<file path="config.mk">
export PLATFORM = sky130hd
export DESIGN_NAME = bf_feistel
export DESIGN_NICKNAME = d
export VERILOG_FILES = /design/src/rtl/blowfish_block_cipher_defines.svh /design/src/rtl/bf_pkg.sv /design/src/rtl/bf_feistel.sv
export SDC_FILE = /design/constraint.sdc
export NUM_CORES = 1
export LEC_CHECK = 0
export BUFFER_PORTS_ARGS = -buffer_cell sky130_fd_sc_hd__buf_2
export CAP_MARGIN = 10
export CORE_ASPECT_RATIO = 1.5
export CORE_MARGIN = 10
export CORE_UTILIZATION = 30
export DETAILED_ROUTE_END_ITERATION = 10
export GPL_ROUTABILITY_DRIVEN = 1
export MAX_ROUTING_LAYER = met4
export PLACE_DENSITY = 0.67
export SLEW_MARGIN = 15
export SYNTH_ARGS = -nofsm -noshare
export SYNTH_HDL_FRONTEND = slang
export SYNTH_SLANG_ARGS = --single-unit
</file>
<file path="constraint.sdc">
create_clock -name vclk -period 7.35
set_input_delay 0.3675 -clock vclk [all_inputs]
set_output_delay 0.3675 -clock vclk [all_outputs]
set_load 0.005 [all_outputs]
</file>
<file path="src/rtl/blowfish_block_cipher_defines.svh">
// Assertion helpers for the cipher core; both sample on clk and mute while rst_n is low.
`ifndef BLOWFISH_BLOCK_CIPHER_DEFINES_SVH
`define BLOWFISH_BLOCK_CIPHER_DEFINES_SVH

// The consequent must hold in the same cycle as the antecedent.
`define BF_ASSERT_IMPL(lbl, ante, cons) \
    lbl: assert property (@(posedge clk) disable iff (!rst_n) (ante) |-> (cons)) \
        else $error("cipher core assertion failed");

// The consequent must hold in the cycle after the antecedent.
`define BF_ASSERT_NEXT(lbl, ante, cons) \
    lbl: assert property (@(posedge clk) disable iff (!rst_n) (ante) |=> (cons)) \
        else $error("cipher core assertion failed");

`endif

</file>
<file path="src/rtl/bf_pkg.sv">
package bf_pkg;

    localparam int WORD_W     = 32;
    localparam int ACT_W      = 2;
    localparam int IDX_W      = 10;
    localparam int KEY_DEPTH  = 18;
    localparam int KEY_AW     = 5;
    localparam int SBOX_DEPTH = 256;
    localparam int SBOX_AW    = 8;
    localparam int NUM_SBOX   = 4;
    localparam int BANK_W     = 2;

    localparam logic [ACT_W-1:0] ACT_LOAD_KEY  = 2'd0;
    localparam logic [ACT_W-1:0] ACT_LOAD_SBOX = 2'd1;
    localparam logic [ACT_W-1:0] ACT_ENCRYPT   = 2'd2;
    localparam logic [ACT_W-1:0] ACT_DECRYPT   = 2'd3;

    typedef logic [WORD_W-1:0] word_t;

    // Read data of the four S-boxes, S-box 0 at index 0.
    typedef logic [NUM_SBOX-1:0][WORD_W-1:0] sbox_quad_t;

endpackage

</file>
<file path="src/rtl/bf_feistel.sv">
module bf_feistel (
    input  bf_pkg::sbox_quad_t sbox_q,
    output bf_pkg::word_t      f_out
);
    import bf_pkg::*;

    word_t sum_w;

    // F = ((S0 + S1) ^ S2) + S3, all sums modulo 2^32.
    assign sum_w = sbox_q[0] + sbox_q[1];
    assign f_out = (sum_w ^ sbox_q[2]) + sbox_q[3];

endmodule

</file>
Word-level counts from Yosys, hierarchy flattened
Index checks and enable logic that the tools add are counted.

Flip-flop bits (word level): 0. Input port bits: 128. Word-level logic and storage cells: 3.

Add/subtract/negate cells: 2. Bitwise operators: 1.

Operators with widths (number): adder 32 bit (2); XOR 32 bit (1).

Depth between registers and ports, before layout
Depth after elaboration: 3. Depth in mapped cells: 21. Gate-level depth less buffers: 21.

Least setup slack after synthesis
No wires, ideal clock.

Path type: input to output. Start: input port sbox_q[3] in the netlist's numbering. End: output port f_out[30]. Data arrival time: 4.476 ns. Required time: 6.983 ns. Setup slack: 2.506 ns. Stages: 21. Buffers on the path: 1. Cells stage by stage: ha_1 > a21oi_2 > nor2b_1 > or3_4 > a211o_1 > a21o_1 > a21o_1 > a31o_1 > a2111oi_0 > a311oi_1 > ha_1 > clkbuf_1 > a21o_1 > a21oi_1 > nor2b_1 > o21ai_1 > a211oi_1 > o31a_1 > o311ai_2 > a31oi_1 > xor2_1.

Longest elaborated chain between the ends: 3.

Ends and longest elaborated chain: start, declared (line bf_feistel.sv:2) `input bf_pkg::sbox_quad_t sbox_q,`; adder 32 bit (line bf_feistel.sv:10) `assign sum_w = sbox_q[0] + sbox_q[1];`; XOR 32 bit (line bf_feistel.sv:11) `assign f_out = (sum_w ^ sbox_q[2]) + sbox_q[3];`; adder 32 bit (line bf_feistel.sv:11); end, declared (line bf_feistel.sv:3) `output bf_pkg::word_t f_out`.

Every way passes these cells.

Worst setup path in the final report
Same ends and word-level chain as after synthesis.

==> reports/metrics.yaml <==
status:
  status: "complete, no violations"
synth:
  synthDistinctLibCells: 54
  synthCells: 497
  avgSynthCellArea_um2: 7.203
  netlist_area_um2: 3580
  yosysWarnings: 0
  syn_nets: 694
  seq_area_frac_synth_pct: 0
timing:
  setup_viol: 0
  drv_slew: 0
  worst_pin_slew_ns: 0.5222
  finalCritPeriodShare_pct: 73.31
  hold_slack_ns: 1.028
  fmax_ghz: 0.1856
  setup_slack_ns: 1.962
  finalCriticalPeriod_ns: 5.388
  rsz0062_at_grt: "false"
  finalSetupTns_ns: 0
  maxSlewHeadroom_pct: 64.29
  hold_violations: 0
place:
  postPlaceCellArea_um2: 4549
  numPortBuffers: 160
  gp_congestion: 0.8929
  dpl_worst_slack_ns: 1.977
  dp_cells: 802
  place.detailed.hpwl_um: 11970
power_and_ir_drop:
  p_leak_nw: 2.229
  ir_drop_uv: 98.68
  p_comb_share_pct: 100.0
  p_int_mw: 0.3966
  p_sw_share_pct: 54.17
  total_power_mw: 0.8652
  power_density_nw_per_um2: 190.1
  switchingPower_mw: 0.4686
  sequentialPowerShare_pct: 0
  p_clk_share_pct: 0
cells_and_area:
  seq_cell_count: 0
  seqCellArea_um2: 0
  fin_util_pct: 39.27
  fin_area_um2: 4552
  finalNetCount: 851
  area_growth_pct: 27.16
  final_layout_size_suffix_gt1_share_pct: 25.92
  clkbuf_count: 0
  stdcell_count: 803
grt:
  grt_pass1_wl_um: 21120
  grt_overflow: 0
  first_global_vias: 4382
  grt_antenna_before_repair: 0
  grt_max_degree: 9
  grt_usage_pct: 15.48
setup_path:
  slowest_stage: "a2111oi_0"
  critPathArrivalTime_ns: 5.02
  cp_common_cell: "a21o_1"
  worst-path-buf-inv: 2
  criticalPathCategory: "input pin to output port"
  crit_fanout: 7
  worstSetupStartpointType: "input pin"
  required_ns: 6.98
  cp_cell_sequence: "buf_2 > ha_1 > a21oi_2 > nor2b_1 > or3_4 > a211o_1 > a21o_1 > a21o_1 > a31o_1 > a2111oi_0 > a311oi_1 > ha_1 > a21o_1 > a21oi_1 > nor2b_1 > o21ai_1 > a211oi_1 > o31a_1 > o311ai_2 > a31oi_1 > xor2_1 > buf_2"
  critPathMaxStageDelay_ns: 0.40
  end_kind: "output port"
  crit_family: "compound AO/OA/AOI/OAI gates"
drt:
  num_vias: 4194
  viasPerCell: 5.223
  first_pass_iters: 4
  detail_route.wl_per_cell_um: 16.54
  drt_iter0_markers: 168
  ant_nets: 0
  drt_wl_total_um: 13280
  drc: 0
die:
  initial_core_util_pct: 30.88
  fp.dieH_um: 153.8
  dieArea_um2: 16790
  die_w_um: 109.2
  ioPinCount: 160
  rows: 48
  core_area_um2: 11590
clocking:
  postCtsHoldBufs: 0
  cts-resized-gates: 0
  post_cts_buffers: 0
job:
  drv_cap: 0
worst_hold_path:
  hold_class: "input pin to output port"
-- power groups by stage --
stage                     Combinational (mW)  Sequential, mW    Clock [mW]
after floorplan                        0.578               0             0
after global placement                 0.869               0             0
after detailed placement               0.870               0             0
after CTS                              0.875               0             0
after global routing                   0.968               0             0
final                                  0.865               0  0.0000000184
-- layout by cell type, fill, tap and decap left out, types with 9 or more instances in the layout --
cell     instances
a21o_1          23
a21oi_1         54
buf_2          160
ha_1            67
inv_1           12
nand2_1         36
nand3_1          9
nor2_1          45
nor2b_1          9
nor3_1          15
o21a_1           9
o21ai_0         17
o21ai_1         13
xnor2_1         67
xor2_1          21
-- cells by family after synthesis --
kind of cell / synth area share [%]
xor gates and xnor gates: 21.53
adders and majority gates: 24.54
AOI/OAI and AO/OA: 31.63
and+or+nand+nor: 20.52
buffers and inverters: 1.783
-- area by class of cell --
type,instances,area (um2)
fillers,1281,7039
diodes,1,2.502
multi-input cells,480,3516
well taps,150,187.7
repair buffers,160,800.8
inverters,12,45.04
-- per-layer routing --
metal	GRT usage [%]	up-vias	share of wire, %
met5	-	-	0
met4	1.555	0	1.2
met3	2.803	8	8.3
met2	27.60	172	48
met1	18.02	1857	42
li1	-	2157	-
-- worst min-delay path: cells and delay by family --
family | cells | cell delay (ns)
buffers and inverters | 2 | 0.19
adders and majority gates | 1 | 0.11
-- path summary, 6_finish.rpt --
check	endpoint	startpoint	slack, ns	cells after the start
setup / recovery	f_out[30]	sbox_q[3]	1.96	22
hold / removal	f_out[0]	sbox_q[96]	1.03	3
-- Yosys cell counts, types with 2 or more instances --
cell	count	area (um2)
ha_1	67	838.3
xnor2_1	67	586.8
a21oi_1	54	270.3
nor2_1	45	168.9
nand2_1	36	135.1
a21o_1	23	172.7
xor2_1	21	183.9
o21ai_0	17	85.08
nor3_1	15	75.07
o21ai_1	13	65.06
inv_1	12	45.04
nand3_1	9	45.04
nor2b_1	9	56.30
o21a_1	9	67.56
a211oi_1	7	52.55
nand2b_1	7	43.79
nand4_1	7	43.79
o21bai_1	7	52.55
a31oi_1	5	31.28
and3_1	5	31.28
clkbuf_1	5	18.77
o211ai_1	5	37.54
o31ai_1	5	37.54
and2_1	4	25.02
a221oi_1	3	26.28
o221ai_1	3	26.28
or2_2	3	18.77
or3_1	3	18.77
a2111oi_0	2	17.52
a211o_1	2	17.52
fa_1	2	40.04
nand3b_1	2	15.01
o211a_1	2	20.02
Note: power is estimated with default switching activity, not from simulation.
